### src/rtl/lwkf_pkg.sv
// Shared constants and types for the longest window with k flips block.
// No dependencies; every other file in rtl imports this package.
`default_nettype none

package lwkf_pkg;

  // Width of the position counter and of the reported best length.
  localparam int unsigned POS_BITS   = 20;
  localparam int unsigned BEST_BITS  = 20;
  // k register width; its full range fits the ring, so no clamp is needed.
  localparam int unsigned K_BITS     = 8;
  localparam int unsigned RING_DEPTH = 256;
  localparam int unsigned SLOT_BITS  = $clog2(RING_DEPTH);
  localparam int unsigned SEEN_BITS  = SLOT_BITS + 1;

  localparam logic [POS_BITS-1:0] POS_MAX = {POS_BITS{1'b1}};

  // Symbol codes on the input stream.
  localparam logic SYM_A = 1'b0;
  localparam logic SYM_B = 1'b1;

  // Item held between the ring read and the scoring stage.
  typedef struct packed {
    logic [POS_BITS-1:0] pos;
    logic                pos_sat;
    logic                lim_a;  // more than k a's seen: window for b is bounded
    logic                lim_b;  // more than k b's seen: window for a is bounded
    logic                byp_a;  // bound is the a just written (k is zero)
    logic                byp_b;
    logic                last;
  } lwkf_s1_t;

endpackage

`default_nettype wire

### src/rtl/lwkf_score.sv
// Scoring stage: window lengths for both targets, running best, overflow
// flag and the output register. Depends on lwkf_pkg.
`default_nettype none

module lwkf_score
  import lwkf_pkg::*;
(
  input  wire logic                 clk_i,
  input  wire logic                 rst_ni,
  input  wire logic                 adv_i,
  input  wire lwkf_s1_t             s1_i,
  input  wire logic [POS_BITS-1:0]  q_a_i,
  input  wire logic [POS_BITS-1:0]  q_b_i,
  input  wire logic                 out_ready_i,
  output logic                      out_valid_o,
  output logic      [BEST_BITS-1:0] best_o,
  output logic                      too_long_o,
  output logic                      done_o
);

  logic [POS_BITS-1:0]  qa, qb, len_a, len_b, cand;
  logic [BEST_BITS-1:0] best_q, best_d;
  logic                 ovf_q, ovf_d;
  logic                 valid_q, valid_d;

  always_comb begin
    qa = s1_i.byp_a ? s1_i.pos : q_a_i;
    qb = s1_i.byp_b ? s1_i.pos : q_b_i;
    // Target a is bounded by the b ring, target b by the a ring.
    len_a = s1_i.pos;
    if (s1_i.lim_b) begin
      len_a = (s1_i.pos >= qb) ? s1_i.pos - qb : '0;
    end
    len_b = s1_i.pos;
    if (s1_i.lim_a) begin
      len_b = (s1_i.pos >= qa) ? s1_i.pos - qa : '0;
    end
    // A window never exceeds the position, which already fits the best width.
    cand   = (len_a > len_b) ? len_a : len_b;
    best_d = (BEST_BITS'(cand) > best_q) ? BEST_BITS'(cand) : best_q;
    ovf_d  = ovf_q || s1_i.pos_sat;

    valid_d = valid_q;
    if (adv_i) begin
      valid_d = 1'b1;
    end else if (out_ready_i) begin
      valid_d = 1'b0;
    end
  end

  always_ff @(posedge clk_i or negedge rst_ni) begin
    if (!rst_ni) begin
      best_q  <= '0;
      ovf_q   <= 1'b0;
      valid_q <= 1'b0;
    end else begin
      valid_q <= valid_d;
      if (adv_i) begin
        best_q <= s1_i.last ? '0 : best_d;
        ovf_q  <= s1_i.last ? 1'b0 : ovf_d;
      end
    end
  end

  always_ff @(posedge clk_i) begin
    if (adv_i) begin
      best_o     <= best_d;
      too_long_o <= ovf_d;
      done_o     <= s1_i.last;
    end
  end

  assign out_valid_o = valid_q;

endmodule

`default_nettype wire

### config.mk
export PLATFORM = sky130hd
export DESIGN_NAME = lwkf_score
export DESIGN_NICKNAME = d
export VERILOG_FILES = /design/src/rtl/lwkf_pkg.sv /design/src/rtl/lwkf_score.sv
export SDC_FILE = /design/constraint.sdc
export NUM_CORES = 1
export LEC_CHECK = 0
export ABC_AREA = 1
export BUFFER_PORTS_ARGS = -buffer_cell sky130_fd_sc_hd__buf_2
export CAP_MARGIN = 10
export CORE_UTILIZATION = 30
export CTS_CLUSTER_SIZE = 8
export DETAILED_ROUTE_END_ITERATION = 10
export PLACE_DENSITY_LB_ADDON = 0.25
export SYNTH_ARGS = -nofsm -noshare
export SYNTH_HDL_FRONTEND = slang
export SYNTH_SLANG_ARGS = --single-unit
### constraint.sdc
create_clock -name clk_i -period 3 [get_ports clk_i]
set_input_delay 0.6 -clock clk_i [delete_from_list [all_inputs] [get_ports clk_i]]
set_output_delay 0.6 -clock clk_i [all_outputs]
set_load 0.02 [all_outputs]
Word level (Yosys, flattened, before mapping)

Cells that the tools add are included.
Widths: inputs -> output; s select.

Register bits: 44
Input bits: 70

Add/sub/neg operators: 2
Magnitude comparators: 4
Mux-type cells: 12
Reductions and logical operators: 2

Operators with widths:

| cell              | number |
|---|---|
| $mux 20           | 9 |
| $ge 20x20->1      | 2 |
| $gt 20x20->1      | 2 |
| $sub 20x20->20    | 2 |
| $mux 1            | 3 |
| $reduce_bool 2->1 | 1 |
| $logic_or 1x1->1  | 1 |

Longest topological paths before layout

Depth in word-level cells: 9
Depth in mapped cells: 45
Mapped depth without buffers: 42

Worst setup path before layout

OpenSTA, ideal clock, no wires.

Path kind: input port to flip-flop
From: input s1_i[2] in the netlist's numbering
To: register best_o[16] (data pin)
Data arrival time: 5.298 ns
Slack: -2.552 ns
Stages on the path: 38
Path buffers: 6
Path through: clkbuf_1 nor2_1 a21oi_1 ha_1 inv_1 fa_1 nand3_1 nand3_1 nand3_1 nand3_1 nand2_1 a21oi_2 buf_4 clkbuf_2 a21boi_0 ha_1 nand2_1 nor2_1 [... 2 more ...] nand2_1 nand2_1 nor2_1 nor2_1 buf_4 nand3_1 nand2_1 inv_1 ha_1 nand4_1 nor2_1 and3_1 nand3_1 nand2_1 buf_2 clkbuf_1 nand2_1 and2_1

Word-level cells in the longest chain between the ends: 8
Elaborated cells on any way between the ends: 9

RTL lines:

| item                                                  | RTL line         | text |
|---|---|---|
| start, declared                                       | lwkf_score.sv:11 | `input wire lwkf_s1_t s1_i,` |
| $mux 20 (*)                                           | lwkf_score.sv:27 | `qa = s1_i.byp_a ? s1_i.pos : q_a_i;` |
| $sub 20x20->20 / $ge 20x20->1 (equally long branches) | lwkf_score.sv:36 | `len_b = (s1_i.pos >= qa) ? s1_i.pos - qa : '0;` |
| $mux 20 (*)                                           | lwkf_score.sv:36 |  |
| $mux 20 (*)                                           | lwkf_score.sv:35 | `if (s1_i.lim_a) begin` |
| $gt 20x20->1                                          | lwkf_score.sv:39 | `cand = (len_a > len_b) ? len_a : len_b;` |
| $mux 20 (*)                                           | lwkf_score.sv:39 |  |
| $gt 20x20->1                                          | lwkf_score.sv:40 | `best_d = (BEST_BITS'(cand) > best_q) ? BEST_BITS'(cand) : best_q;` |
| $mux 20 (*)                                           | lwkf_score.sv:40 |  |
| net best_d[16]                                        | lwkf_score.sv:22 | `logic [BEST_BITS-1:0] best_q, best_d;` |
| end signal, assigned                                  | lwkf_score.sv:67 | `best_o <= best_d;` |
| end, declared                                         | lwkf_score.sv:16 | `output logic [BEST_BITS-1:0] best_o,` |

The timed path passes the listed nets; every way through them passes the cells marked *.
A chain may end at the register's enable or synchronous reset.

Worst setup path after layout

From: input s1_i[6] in the netlist's numbering
To: register best_o[13] (data pin)

Word-level cells in the longest chain between the ends: 8
Elaborated cells on any way between the ends: 14

RTL lines:

| item                                   | RTL line                           | text |
|---|---|---|
| $mux 20 (on tied branches)             | lwkf_score.sv:28, lwkf_score.sv:27 |  |
| $sub 20x20->20 (tied with other cells) | lwkf_score.sv:32                   | `len_a = (s1_i.pos >= qb) ? s1_i.pos - qb : '0;` |
| $mux 20 (on tied branches)             | lwkf_score.sv:32, lwkf_score.sv:36 |  |
| $mux 20 (on tied branches)             | lwkf_score.sv:31, lwkf_score.sv:35 |  |
| $gt 20x20->1                           | lwkf_score.sv:39                   |  |
| $mux 20 (*)                            | lwkf_score.sv:39                   |  |
| $gt 20x20->1                           | lwkf_score.sv:40                   |  |
| $mux 20 (*)                            | lwkf_score.sv:40                   |  |
| net best_d[13]                         | lwkf_score.sv:22                   |  |

Marked as above.

==> out/qor.yml <==
outcome:
  status: "complete, but fails checks"
  violations: "design-rule violations, negative setup slack"
worst_setup_path:
  critPathLaunchType: "primary input"
  cp_data_required_time_ns: 3.14
  endpoint_kind: "flip-flop"
  crit_fanout: 8
  max_stage_delay_ns: 0.38
  worst-setup-path-type: "in -> reg"
  path_delay_family: "buffers and inverters"
  cp.depth: 40
  reg2reg_depth: 10
  critPathBufInv: 20
  cp_common_cell: "buf_4"
  crit_arrival_ns: 5.66
  cpMaxStageDelayCell: "fa_2"
place:
  post-place-ws_ns: -3.244
  port-buffer-count: 92
  dp_cells: 1741
  globalplace.congestion: 0.9287
  hpwl_mm: 22.23
  place_area_mm2: 0.009752
floorplan:
  num_rows: 54
  core_mm2: 0.02196
  num_io_pins: 93
  die_h_um: 152.1
  die_x_um: 152.1
  start_util: 0.3078
  die-area_mm2: 0.02313
global_route:
  grt_pass1_vias: 9002
  overflow: 0
  grt_usage: 0.2497
  grt_max_degree: 24
  grt_pass1_wl_mm: 45.60
  antenna_found_initial: 0
cts:
  ctsLongestPathBuffers: 2
  cts.sinks: 44
  clk_pin_slew_ns: 0.06
  cts_buffers: 5
  cts-htree-levels: 2
  cts_tree: "built"
  insertion_delay_ns: 0.28
  clock-root-buffer: "clkbuf_16"
drt:
  drt_iter0_drc: 529
  vias: 8882
  routed_wl_mm: 29.08
  drc_errors: 6
  drt-vias-per-instance: 4.886
  dr.pass1.iters: 10
  antenna_left: 0
  wl_per_cell_um: 15.99
synthesis:
  synth_nets: 1272
  yosys.area.top_type: "nand2_1"
  async_reset_ff_frac: 0.5000
  yosys_register_bits: 44
  ys_seq_area_frac: 0.1792
  yosys-top-cells-area: "nand2_1 (23%), ha_1 (15%), edfxtp_1 (9.8%), inv_1 (8.3%), dfrtp_1 (8.1%)"
  synth_flop_cell: "edfxtp_1"
  yosysTopAreaCellShare: 0.2260
  synth_edf_count: 22
  syn_area_mm2: 0.006759
  synth_most_common_cell: "nand2_1"
  synth_cell_types: 35
  avgSynthCellArea_um2: 6.035
  netlist_instances: 1120
  ys.warnings.count: 0
  yosys-top-cells-count: "nand2_1 (407), inv_1 (149), nand3_1 (95)"
run:
  drv_cap: 0
timing:
  setup_viol: 40
  whs_ns: 0.2962
  timing.final.ws_setup_ns: -2.519
  rsz0062_at_grt: "yes"
  slew_violations: 0
  slew_headroom: 0.6407
  fmax_ghz: 0.1812
  min_period_ns: 5.519
  final.period_utilization: 1.840
  finClkSkew_ns: 0.006705
  tightest_slew_ns: 0.5390
  finalHoldViolCount: 0
layout:
  nets: 1689
  fin_area_mm2: 0.01218
  diodes: 0
  post_layout_nonfiller_instances: 1818
  drive_gt1_frac: 0.5072
  areaGrowthSynthToFinish_pct: 80.19
power_and_ir_drop:
  irDropWorstVdd_mv: 0.6710
  p_total_mw: 8.279
  p_leak_nw: 6.305
  pwr_density_cell_mw_per_mm2: 679.8
min_path:
  hold_class: "in -> async"
[layout make-up]
cell class | instances | area (um2)
multi-input combinational | 897 | 6362
timing repair inverter | 1 | 8.758
fill | 1992 | 9779
sequential | 44 | 1211
clock inverter | 1 | 30.03
tap | 280 | 350.3
inverter | 149 | 578.1
clock buffer | 7 | 132.6
timing repair buffer | 439 | 3506
[metal layers]
metal,vias up,wire (um),global-route usage
met2,219,14280,0.4428
met4,0,858,0.08066
li1,4445,-,-
met3,55,1132,0.02168
met1,4163,12810,0.3181
met5,-,0,0
[sequential cells by signal, indices dropped and copies added, names as in the netlist]
name and count:
best_q 20, too_long_o 1, done_o 1, best_o 20, ovf_q 1, out_valid_o 1
[placed cells by master, fill, tap and decap left out, types with 15 or more instances in the layout]
cell | synthesis | routed
nand2_4 | 0 | 21
buf_2 | 8 | 90
a21oi_1 | 50 | 22
nor2_1 | 72 | 42
xor2_1 | 18 | 15
nand2_1 | 407 | 328
a21oi_2 | 1 | 26
o21ai_0 | 56 | 24
nand3_2 | 12 | 52
buf_4 | 4 | 306
ha_4 | 0 | 25
dfrtp_1 | 22 | 22
buf_6 | 0 | 16
inv_1 | 149 | 126
nand3_1 | 95 | 42
o21ai_1 | 0 | 17
inv_2 | 0 | 20
nor2_2 | 3 | 20
edfxtp_1 | 22 | 22
ha_1 | 80 | 51
nand2_2 | 24 | 80
[through the flow]
stage | TNS [ns] | util
2_1_floorplan | -80.76 | -
3_3_place_gp | -123.32 | 0.4441
3_5_place_dp | -127.55 | 0.4441
4_1_cts | -89.55 | 0.5198
5_1_grt | -108.06 | 0.5546
6_report | -97.09 | 0.5546
[final timing paths]
kind	start	to	slack (ns)
max	s1_i[6]	best_o[13]$_DFFE_PP_	-2.52
min	rst_ni	best_q[17]$_DFFE_PN0P_	0.30
max reg2reg	best_q[18]$_DFFE_PN0P_	best_o[0]$_DFFE_PP_	0.82
min reg2reg	best_q[5]$_DFFE_PN0P_	best_q[5]$_DFFE_PN0P_	0.47
max in group asynchronous	rst_ni	best_q[7]$_DFFE_PN0P_	2.34
min in group clk_i	best_q[5]$_DFFE_PN0P_	best_q[5]$_DFFE_PN0P_	0.47
[power by group]
part           internal, mW  switching, mW  total, mW
sequential             1.04          0.106       1.14
combinational          3.13           3.40       6.53
clock                 0.394          0.217      0.611
[timing repair]
item,4_1_cts,5_1_grt
gates resized for setup,246,155
gates cloned,10,3
setup buffers,44,15
endpoints found under the setup margin,40,40
pin swaps,92,59
hold buffers,0,0
[worst reg2reg max path, cell delays in order (launching register included)]
cell and delay (ns):
dfrtp_1 0.35, inv_1 0.11, ha_4 0.28, nand4_1 0.14
nor2_2 0.18, and3_4 0.23, nand3_4 0.10, nand2_8 0.14
inv_6 0.06, or2_4 0.22, and2_4 0.13
[logic make-up (layout without fill, tap and decap cells)]
family                     Yosys count  after routing  share of synthesized area
DFF                                 44             44                     0.1792
and+or+nand+nor                    651            651                     0.4137
xor gates and xnor gates            20             20                    0.02592
buffers and inverters              179            597                     0.1050
adders and majority gates           82             82                     0.1540
AOI/OAI and AO/OA                  144            144                     0.1222
No activity file was read; power rests on OpenSTA's default activity.
