$ cat src/rtl/lwkf_pkg.sv
// Shared constants and types for the longest window with k flips block.
// No dependencies; every other file in rtl imports this package.
`default_nettype none

package lwkf_pkg;

  // Width of the position counter and of the reported best length.
  localparam int unsigned POS_BITS   = 20;
  localparam int unsigned BEST_BITS  = 20;
  // k register width; its full range fits the ring, so no clamp is needed.
  localparam int unsigned K_BITS     = 8;
  localparam int unsigned RING_DEPTH = 256;
  localparam int unsigned SLOT_BITS  = $clog2(RING_DEPTH);
  localparam int unsigned SEEN_BITS  = SLOT_BITS + 1;

  localparam logic [POS_BITS-1:0] POS_MAX = {POS_BITS{1'b1}};

  // Symbol codes on the input stream.
  localparam logic SYM_A = 1'b0;
  localparam logic SYM_B = 1'b1;

  // Item held between the ring read and the scoring stage.
  typedef struct packed {
    logic [POS_BITS-1:0] pos;
    logic                pos_sat;
    logic                lim_a;  // more than k a's seen: window for b is bounded
    logic                lim_b;  // more than k b's seen: window for a is bounded
    logic                byp_a;  // bound is the a just written (k is zero)
    logic                byp_b;
    logic                last;
  } lwkf_s1_t;

endpackage

`default_nettype wire

$ cat src/rtl/lwkf_track.sv
// Accept stage: position, ring slots and occurrence counts, ring addressing,
// and the registered item handed to the scoring stage. Depends on lwkf_pkg.
`default_nettype none

module lwkf_track
  import lwkf_pkg::*;
(
  input  wire logic                 clk_i,
  input  wire logic                 rst_ni,
  input  wire logic                 acc_i,
  input  wire logic                 symbol_i,
  input  wire logic                 last_i,
  input  wire logic [K_BITS-1:0]    k_i,
  output logic                      wr_a_o,
  output logic                      wr_b_o,
  output logic      [SLOT_BITS-1:0] waddr_a_o,
  output logic      [SLOT_BITS-1:0] waddr_b_o,
  output logic      [POS_BITS-1:0]  wdata_o,
  output logic      [SLOT_BITS-1:0] raddr_a_o,
  output logic      [SLOT_BITS-1:0] raddr_b_o,
  output lwkf_s1_t                  s1_o
);

  logic [POS_BITS-1:0]  pos_q, pos_d, pos_new;
  logic [SLOT_BITS-1:0] slot_a_q, slot_a_d, slot_a_new;
  logic [SLOT_BITS-1:0] slot_b_q, slot_b_d, slot_b_new;
  logic [SEEN_BITS-1:0] seen_a_q, seen_a_d, seen_a_new;
  logic [SEEN_BITS-1:0] seen_b_q, seen_b_d, seen_b_new;
  logic                 is_a, is_b, pos_sat, k_zero;
  lwkf_s1_t             s1_d;

  always_comb begin
    is_a    = (symbol_i == SYM_A);
    is_b    = (symbol_i == SYM_B);
    k_zero  = (k_i == '0);
    pos_sat = (pos_q == POS_MAX);
    pos_new = pos_sat ? pos_q : pos_q + POS_BITS'(1);

    slot_a_new = is_a ? slot_a_q + SLOT_BITS'(1) : slot_a_q;
    slot_b_new = is_b ? slot_b_q + SLOT_BITS'(1) : slot_b_q;
    seen_a_new = (is_a && seen_a_q < SEEN_BITS'(RING_DEPTH)) ? seen_a_q + SEEN_BITS'(1)
                                                              : seen_a_q;
    seen_b_new = (is_b && seen_b_q < SEEN_BITS'(RING_DEPTH)) ? seen_b_q + SEEN_BITS'(1)
                                                              : seen_b_q;

    wr_a_o    = acc_i && is_a;
    wr_b_o    = acc_i && is_b;
    waddr_a_o = slot_a_q;
    waddr_b_o = slot_b_q;
    wdata_o   = pos_new;

    // The (k+1)-th most recent entry sits k+1 slots behind the updated write pointer.
    raddr_a_o = slot_a_new - k_i - SLOT_BITS'(1);
    raddr_b_o = slot_b_new - k_i - SLOT_BITS'(1);

    s1_d.pos     = pos_new;
    s1_d.pos_sat = pos_sat;
    s1_d.lim_a   = seen_a_new > SEEN_BITS'(k_i);
    s1_d.lim_b   = seen_b_new > SEEN_BITS'(k_i);
    // With k zero the wanted entry is the one written on this same edge.
    s1_d.byp_a   = is_a && k_zero;
    s1_d.byp_b   = is_b && k_zero;
    s1_d.last    = last_i;

    if (last_i) begin
      pos_d    = '0;
      slot_a_d = '0;
      slot_b_d = '0;
      seen_a_d = '0;
      seen_b_d = '0;
    end else begin
      pos_d    = pos_new;
      slot_a_d = slot_a_new;
      slot_b_d = slot_b_new;
      seen_a_d = seen_a_new;
      seen_b_d = seen_b_new;
    end
  end

  always_ff @(posedge clk_i or negedge rst_ni) begin
    if (!rst_ni) begin
      pos_q    <= '0;
      slot_a_q <= '0;
      slot_b_q <= '0;
      seen_a_q <= '0;
      seen_b_q <= '0;
    end else if (acc_i) begin
      pos_q    <= pos_d;
      slot_a_q <= slot_a_d;
      slot_b_q <= slot_b_d;
      seen_a_q <= seen_a_d;
      seen_b_q <= seen_b_d;
    end
  end

  always_ff @(posedge clk_i) begin
    if (acc_i) begin
      s1_o <= s1_d;
    end
  end

endmodule

`default_nettype wire

$ cat config.mk
export PLATFORM = sky130hd
export DESIGN_NAME = lwkf_track
export DESIGN_NICKNAME = d
export VERILOG_FILES = /design/src/rtl/lwkf_pkg.sv /design/src/rtl/lwkf_track.sv
export SDC_FILE = /design/constraint.sdc
export NUM_CORES = 1
export LEC_CHECK = 0
export BUFFER_PORTS_ARGS = -buffer_cell sky130_fd_sc_hd__buf_4
export CAP_MARGIN = 20
export CORE_MARGIN = 8
export CORE_UTILIZATION = 38
export CTS_CLUSTER_SIZE = 8
export DETAILED_ROUTE_END_ITERATION = 8
export MAX_ROUTING_LAYER = met4
export PLACE_DENSITY_LB_ADDON = 0.1
export SLEW_MARGIN = 10
export SYNTH_ARGS = -nofsm -noshare
export SYNTH_HDL_FRONTEND = slang
export SYNTH_SLANG_ARGS = --single-unit
export TNS_END_PERCENT = 20
$ cat constraint.sdc
create_clock -name clk_i -period 3.9 [get_ports clk_i]
set_input_delay 0.195 -clock clk_i [delete_from_list [all_inputs] [get_ports clk_i]]
set_output_delay 0.195 -clock clk_i [all_outputs]
set_load 0.01 [all_outputs]
Word-level counts from Yosys, hierarchy flattened
Index checks and enable logic that the tools add are counted.
Word-level totals
  bits of input ports: 13
  bits in registers: 80
  logic and storage cells: 44
  output and inout port bits: 80
Cells by class
  add/subtract/negate cells: 9
  bitwise gates (word level): 1
  magnitude comparators: 4
  equal/unequal tests: 1
  reductions and logical operators: 7
  mux-type cells: 10
Operators by type and width (number)
  $mux 20: 2
  $mux 9: 4
  $mux 8: 4
  $add 20x1->20 const B: 1
  $eq 20x20->1 const B: 1
  $add 9x1->9 const B: 2
  $gt 9x8->1: 2
  $lt 9x9->1 const B: 2
  $add 8x1->8 const B: 2
  $sub 8x1->8 const B: 2
  $sub 8x8->8: 2
  $logic_not 8->1: 1
  $logic_and 1x1->1: 6
  $not 1->1: 1

Longest topological paths before layout
Gate-level depths: netlist of run 1.
  depth in word-level cells: 4
  mapped depth: 12

Worst setup path after synthesis of run 1
OpenSTA, ideal clock, no wires.
  path type: register to output
  start point: register slot_a_q[0] (netlist: waddr_a_o[0])
  end point: output port raddr_a_o[6]
  setup slack: 1.234 ns
  arrival: 2.471 ns
  path buffers: 0
  data required time: 3.705 ns
  stages on the path, launching flop included: 10
  path through: dfrtp_1 ha_1 nor2b_1 xor2_1 ha_1 nor2b_1 o21ai_0 a21boi_0 or4b_2 nand4_1
Between the ends
  word-level cells in the longest chain between the ends: 4
RTL lines
  start, declared: RTL line lwkf_track.sv:25  | logic [SLOT_BITS-1:0] slot_a_q, slot_a_d, slot_a_new;
  start signal, assigned: RTL line lwkf_track.sv:89  | slot_a_q <= slot_a_d;
  $add 8x1->8: RTL line lwkf_track.sv:39  | slot_a_new = is_a ? slot_a_q + SLOT_BITS'(1) : slot_a_q;
  $mux 8 *: RTL line lwkf_track.sv:39
  $sub 8x8->8 *: RTL line lwkf_track.sv:53  | raddr_a_o = slot_a_new - k_i - SLOT_BITS'(1);
  $sub 8x1->8 *: RTL line lwkf_track.sv:53
  end, declared: RTL line lwkf_track.sv:19  | output logic [SLOT_BITS-1:0] raddr_a_o,
Mark *: on every way between the ends. The rest lies on a longest branch, timed or not.

Final worst setup path of run 1
Same ends and word-level chain as after synthesis.

==> results_dict.tcl, run 1 <==
set metrics [dict create \
    cp_slowest_stage_delay_ns 0.62 \
    syn2layout_area_growth_pct 18.2 \
    worstReg2RegEnd "s1_o[3]" \
    rows 43 \
    io_pins 93 \
    num_antenna_cells 0 \
    avgSynthCellArea_um2 9.41 \
    wl_um 14500 \
    r2r-start "seen_b_q[8]" \
    synth_edf_count 26 \
    setup.worst_path.end_class "output port" \
    synthTopCellsByCount "dfrtp_1 (54), nor2_1 (48), nand2_1 (46)" \
    gr-total-overflow 0 \
    synth-async-reset-ratio_pct 67.5 \
    syn-instance-count 579 \
    fmax_mhz 303 \
    cts_tree "done" \
    drive_gt1_share_pct 19.8 \
    place.gp.congestion 0.931 \
    slew_headroom_pct 29.5 \
    cts_inserted_buffers 9 \
    wl_per_cell_um 17.6 \
    cts_setup_buffers 0 \
    synth_nets 629 \
    yosys-top-cells-area "dfrtp_1 (25%), edfxtp_1 (14%), ha_1 (8.0%)" \
    initial_core_util_pct 39.1 \
    clock_sinks 80 \
    cp-endpoint "raddr_a_o[6]" \
    grt.total_usage_pct 16.5 \
    hold-worst-slack_ns 0.249 \
    groute.layer.met3.usage_pct 3.38 \
    die_y_um 136 \
    hold_viol_final 0 \
    worst-setup-path-type "register to output port" \
    ys_types 63 \
    crit_family "simple AND/OR/NAND/NOR gates" \
    synth_ff_type "dfrtp_1" \
    die_w_um 136 \
    rsz0062_at_grt "false" \
    vias 4462 \
    worst-slew-pin-transition_ns 1.06 \
    dp_hpwl_um 10200 \
    clk_pin_slew_ns 0.06 \
    status "finished, final reports clean" \
    required_ns 3.70 \
    portBuffers 92 \
    ff2ff_setup_slack_ns 1.02 \
    clockBufferDepth 2 \
    synth.most_common_cell "dfrtp_1" \
    cp-start-kind "register" \
    synth-seq-area-share_pct 39.1 \
    clk_latency_ns 0.35 \
    crit_fanout 6 \
    cp_cell_sequence "ha_1, nor2b_1, xor2_1, ha_1, nor2b_1, o21ai_0, a21boi_0, or4b_2, nand4_1, buf_4" \
    power_uw 2320 \
    antenna_found_initial 0 \
    grt_pass1_vias 4459 \
    ys_warn_count 0 \
    busiest_layer "met2" \
    nets 686 \
    min_path_type "primary input to register" \
    powerDensity_nw_per_um2 360 \
    die_area_um2 18400 \
    tns_ns 0 \
    min_period_over_period_pct 84.5 \
    grtUsageMet1_pct 20.0 \
    startpoint "waddr_a_o[0]" \
    synth_top_cell_by_area "dfrtp_1" \
    drtIter0Drc 230 \
    first_pass_iters 4 \
    crit_buf_inv 1 \
    slew_violations 0 \
    cellLeakagePower_uw 0.00295 \
    max_cap_violations 0 \
    grt_pass1_wl_um 23300 \
    drc 0 \
    reg2reg_depth 10 \
    cts_htree_levels 3 \
    netlist_area_um2 5450 \
    met2_usage_pct 27.0 \
    root_buffer "clkbuf_16" \
    ys_seq_elements 80 \
    core_area_um2 13900 \
    fin_crit_ns 3.30 \
    arrival_ns 3.10 \
    grt_max_degree 56 \
    finClkSkew_ns 0.00865 \
    cp_slowest_cell "or4b_2" \
    setup_viol_count_final 0 \
    synth_top_area_share_pct 24.8 \
    vias_per_cell 5.43 \
    max-vdd-ir-drop_mv 0.214 \
    crit_cells 10 \
    antenna_left 0 \
]
## timing repair
item	CTS	global route
hold endpoints to repair	54	0
hold buffers	1	0
gates resized for setup	0	0
## cells by family (layout without fill, tap and decap cells)
group	after synthesis	in the layout	share of synthesized area [%]
simple gates	199	199	19.0
compound gates	123	123	15.6
flops	80	80	39.1
buf+inv	79	141	7.44
xor+xnor	50	50	8.03
fa+ha+maj	37	37	8.77
mux	11	11	2.09
## metal layers
metal / wire, um / vias up
li1: - / 2190
met1: 6760 / 2166
met2: 6900 / 96
met3: 620 / 10
met4: 175 / 0
met5: 0 / -
## state kept, by name, indices dropped and copies added (netlist names)
name,cells
s1_o,26
waddr_a_o,8
pos_q,20
seen_a_q,9
seen_b_q,9
waddr_b_o,8
## layout make-up
cell class	count	area, um2
Clock inverter	5	86.3
Sequential cell	80	2130
Clock buffer	11	254
Inverter	29	109
Multi-Input combinational cell	420	2910
Fill cell	1334	7490
Tap cell	180	225
Timing Repair Buffer	96	723
## metrics by stage
step                      worst slack (ns)  instance area [um2]  std cells  utilization [%]
after floorplan                       1.23                 5450        579                -
after global placement                1.01                 6090        804             43.7
after detailed placement             0.938                 6090        804             43.7
after CTS                            0.603                 6440        821             46.2
after global routing                 0.339                 6440        821             46.2
final                                0.604                 6440        821             46.2
## where the power goes
part           leakage, uW  internal (uW)  switching [uW]
sequential         0.00101            908            45.8
clock             0.000165            604             357
combinational      0.00177            183             223
## cells in the final DEF (no fill, tap or decap), types with 5 or more instances in the layout
| cell type | Yosys | layout |
|---|---|---|
| and3_1 | 9 | 9 |
| nor2_1 | 48 | 48 |
| nand3_1 | 22 | 22 |
| o2bb2ai_1 | 9 | 9 |
| o21ai_0 | 24 | 24 |
| edfxtp_1 | 26 | 26 |
| clkbuf_16 | 0 | 10 |
| o31ai_1 | 5 | 5 |
| buf_4 | 25 | 95 |
| nand2_1 | 46 | 46 |
| nor3_1 | 15 | 15 |
| nor2b_1 | 6 | 6 |
| inv_1 | 27 | 27 |
| a21oi_1 | 33 | 33 |
| xor2_1 | 14 | 14 |
| dfrtp_1 | 54 | 54 |
| nor4_1 | 6 | 6 |
| mux2i_1 | 8 | 8 |
| nand4_1 | 18 | 18 |
| xnor2_1 | 36 | 36 |
| a22o_1 | 20 | 20 |
| ha_1 | 35 | 35 |
## worst min-delay path by stage
stage | start | to | slack (ns) | depth (start not counted)
6_report | symbol_i | waddr_a_o[0] | 0.25 | 2
5_1_grt | symbol_i | waddr_a_o[0] | 0.27 | 2
4_1_cts | symbol_i | waddr_a_o[0] | 0.24 | 2
3_5_place_dp | rst_ni | pos_q[8] | 0.33 | 1
3_3_place_gp | rst_ni | pos_q[8] | 0.33 | 1
2_1_floorplan | rst_ni | pos_q[0] | -0.10 | 0
Note: power is estimated with default switching activity, not from simulation.
==> run 2, diff against run 1 <==
clock period = 3.4 ns   (was 3.9 ns; I/O delays follow)
==> run 2 against run 1 <==
  * Clock-buffer cell count stayed put
  * Routed wire length is 0.19% higher
  * Cell count is 0.37% higher
  * First-iteration DRC count is 2.2% higher
  * Setup slack worse by 0.41 ns
  * Combinational power is 15% higher
  * Utilization stayed put
  * Sequential share of layout area hardly changed
  * Design area stayed put
  * Register-to-register slack worse by 0.36 ns
==> results_dict.tcl, run 2 (synthesized netlist as in run 1, its figures left out) <==
set metrics [dict create \
    dp_hpwl_um 10300 \
    core_area_um2 13900 \
    crit_fanout 6 \
    groute.layer.met3.usage_pct 3.26 \
    fmax_mhz 312 \
    status "finished, final reports clean" \
    final_cell_mix "buf_4 (98), dfrtp_1 (53), nor2_1 (48)" \
    drc 0 \
    met2_usage_pct 27.1 \
    cp-start-kind "register" \
    clk_pin_slew_ns 0.06 \
    wl_um 14500 \
    max_cap_violations 0 \
    hold_viol_final 0 \
    reg.largest.list "s1_o: 26 flops, pos_q: 20 flops" \
    nets 689 \
    cp_slowest_cell "or4b_2" \
    cts_inserted_buffers 9 \
    min_period_over_period_pct 94.4 \
    num_antenna_cells 0 \
    min_path_type "primary input to register" \
    clk_latency_ns 0.35 \
    place.gp.congestion 0.881 \
    antenna_found_initial 0 \
    clockBufferDepth 2 \
    setup_ws_ns 0.192 \
    initial_core_util_pct 39.1 \
    die_w_um 136 \
    busiest_layer "met2" \
    die_area_um2 18400 \
    cts_tree "done" \
    root_buffer "clkbuf_16" \
    io_pins 93 \
    final_common_cell "buf_4" \
    worst-slew-pin-transition_ns 1.01 \
    crit_family "simple AND/OR/NAND/NOR gates" \
    gr-total-overflow 0 \
    slew_violations 0 \
    worst-setup-path-type "register to output port" \
    syn2layout_area_growth_pct 18.2 \
    wl_per_cell_um 17.6 \
    powerDensity_nw_per_um2 406 \
    grt_pass1_wl_um 23500 \
    cp_slowest_stage_delay_ns 0.61 \
    largest_reg_flops 26 \
    vias_per_cell 5.42 \
    max-vdd-ir-drop_mv 0.195 \
    die_y_um 136 \
    grt.total_usage_pct 16.6 \
    tns_ns 0 \
    setup.worst_path.end_class "output port" \
    rsz0062_at_grt "false" \
    grtUsageMet1_pct 20.0 \
    top_register "s1_o" \
    path_common_cell "ha_1" \
    arrival_ns 3.04 \
    cp_cell_sequence "ha_1, nor2b_2, xor2_1, ha_1, nor2b_1, o21ai_0, a21boi_1, or4b_2, nand4_1, buf_4" \
    antenna_left 0 \
    vias 4469 \
    cts_setup_buffers 0 \
    portBuffers 92 \
    fin_util_pct 46.2 \
    crit_buf_inv 1 \
    drive_gt1_share_pct 20.3 \
    fin_crit_ns 3.21 \
    grt_max_degree 55 \
    drtIter0Drc 235 \
    clock_sinks 80 \
    finClkSkew_ns 0.00879 \
    grt_pass1_vias 4505 \
    first_pass_iters 6 \
    rows 43 \
    pre_cts_ws_ns 0.526 \
    cellLeakagePower_uw 0.00295 \
    required_ns 3.23 \
    slew_headroom_pct 32.9 \
    setup_viol_count_final 0 \
    cts_htree_levels 3 \
]
==> run 2: metrics by stage <==
step                hold WS [ns]  instance area [um2]  total power (uW)  cells
floorplan                 -0.126                 5450              1380    579
global placement           0.295                 6110              1570    807
detailed placement         0.298                 6110              1580    807
CTS                        0.193                 6440              2650    824
global route               0.242                 6440              2730    824
finish                     0.214                 6440              2620    824
==> run 2: worst paths after layout <==
| check | startpoint | end | slack, ns | depth (start not counted) |
|---|---|---|---|---|
| max in group asynchronous | rst_ni | waddr_a_o[0] | 2.42 | 2 |
| worst min register to register | waddr_a_o[0] | waddr_a_o[0] | 0.54 | 1 |
| worst max-delay path | waddr_a_o[0] | raddr_a_o[6] | 0.19 | 10 |
| worst min-delay path | symbol_i | waddr_a_o[0] | 0.21 | 2 |
| min in group asynchronous | rst_ni | pos_q[9] | 0.43 | 2 |
| worst max register to register | seen_a_q[8] | s1_o[4] | 0.66 | 10 |
==> run 2: layout make-up <==
type | instances | area, um2
Clock inverter | 5 | 81.3
Fill cell | 1370 | 7490
Tap cell | 180 | 225
Sequential cell | 80 | 2130
Timing Repair Buffer | 99 | 746
Clock buffer | 11 | 233
Multi-Input combinational cell | 420 | 2920
Inverter | 29 | 109
==> run 2: report_power, final <==
group	internal (uW)	leakage, uW	total [uW]	switching, uW
sequential	1040	0.00101	1090	50.7
clock	644	0.000150	1060	414
combinational	211	0.00179	465	254
==> run 2: worst reg2reg max path: cells and delay by family, from the launching register on <==
| family | cells | cell delay (ns) |
|---|---|---|
| adder cells (fa/ha/maj) | 1 | 0.31 |
| AND/OR/NAND/NOR | 7 | 1.59 |
| AO/OA/AOI/OAI | 1 | 0.06 |
| XOR/XNOR | 1 | 0.11 |
| flip-flops | 1 | 0.41 |
==> run 2: metal layers <==
metal,vias to the layer above,share of wire [%]
met5,-,0
li1,2203,-
met1,2133,45
met2,113,48
met4,0,1.6
met3,20,5.2
==> run 2: timing repair <==
action                                  CTS  global route
hold endpoints to repair                 54             0
hold buffers                              1             0
endpoints found under the setup margin    0             1
resized for setup                         0             3
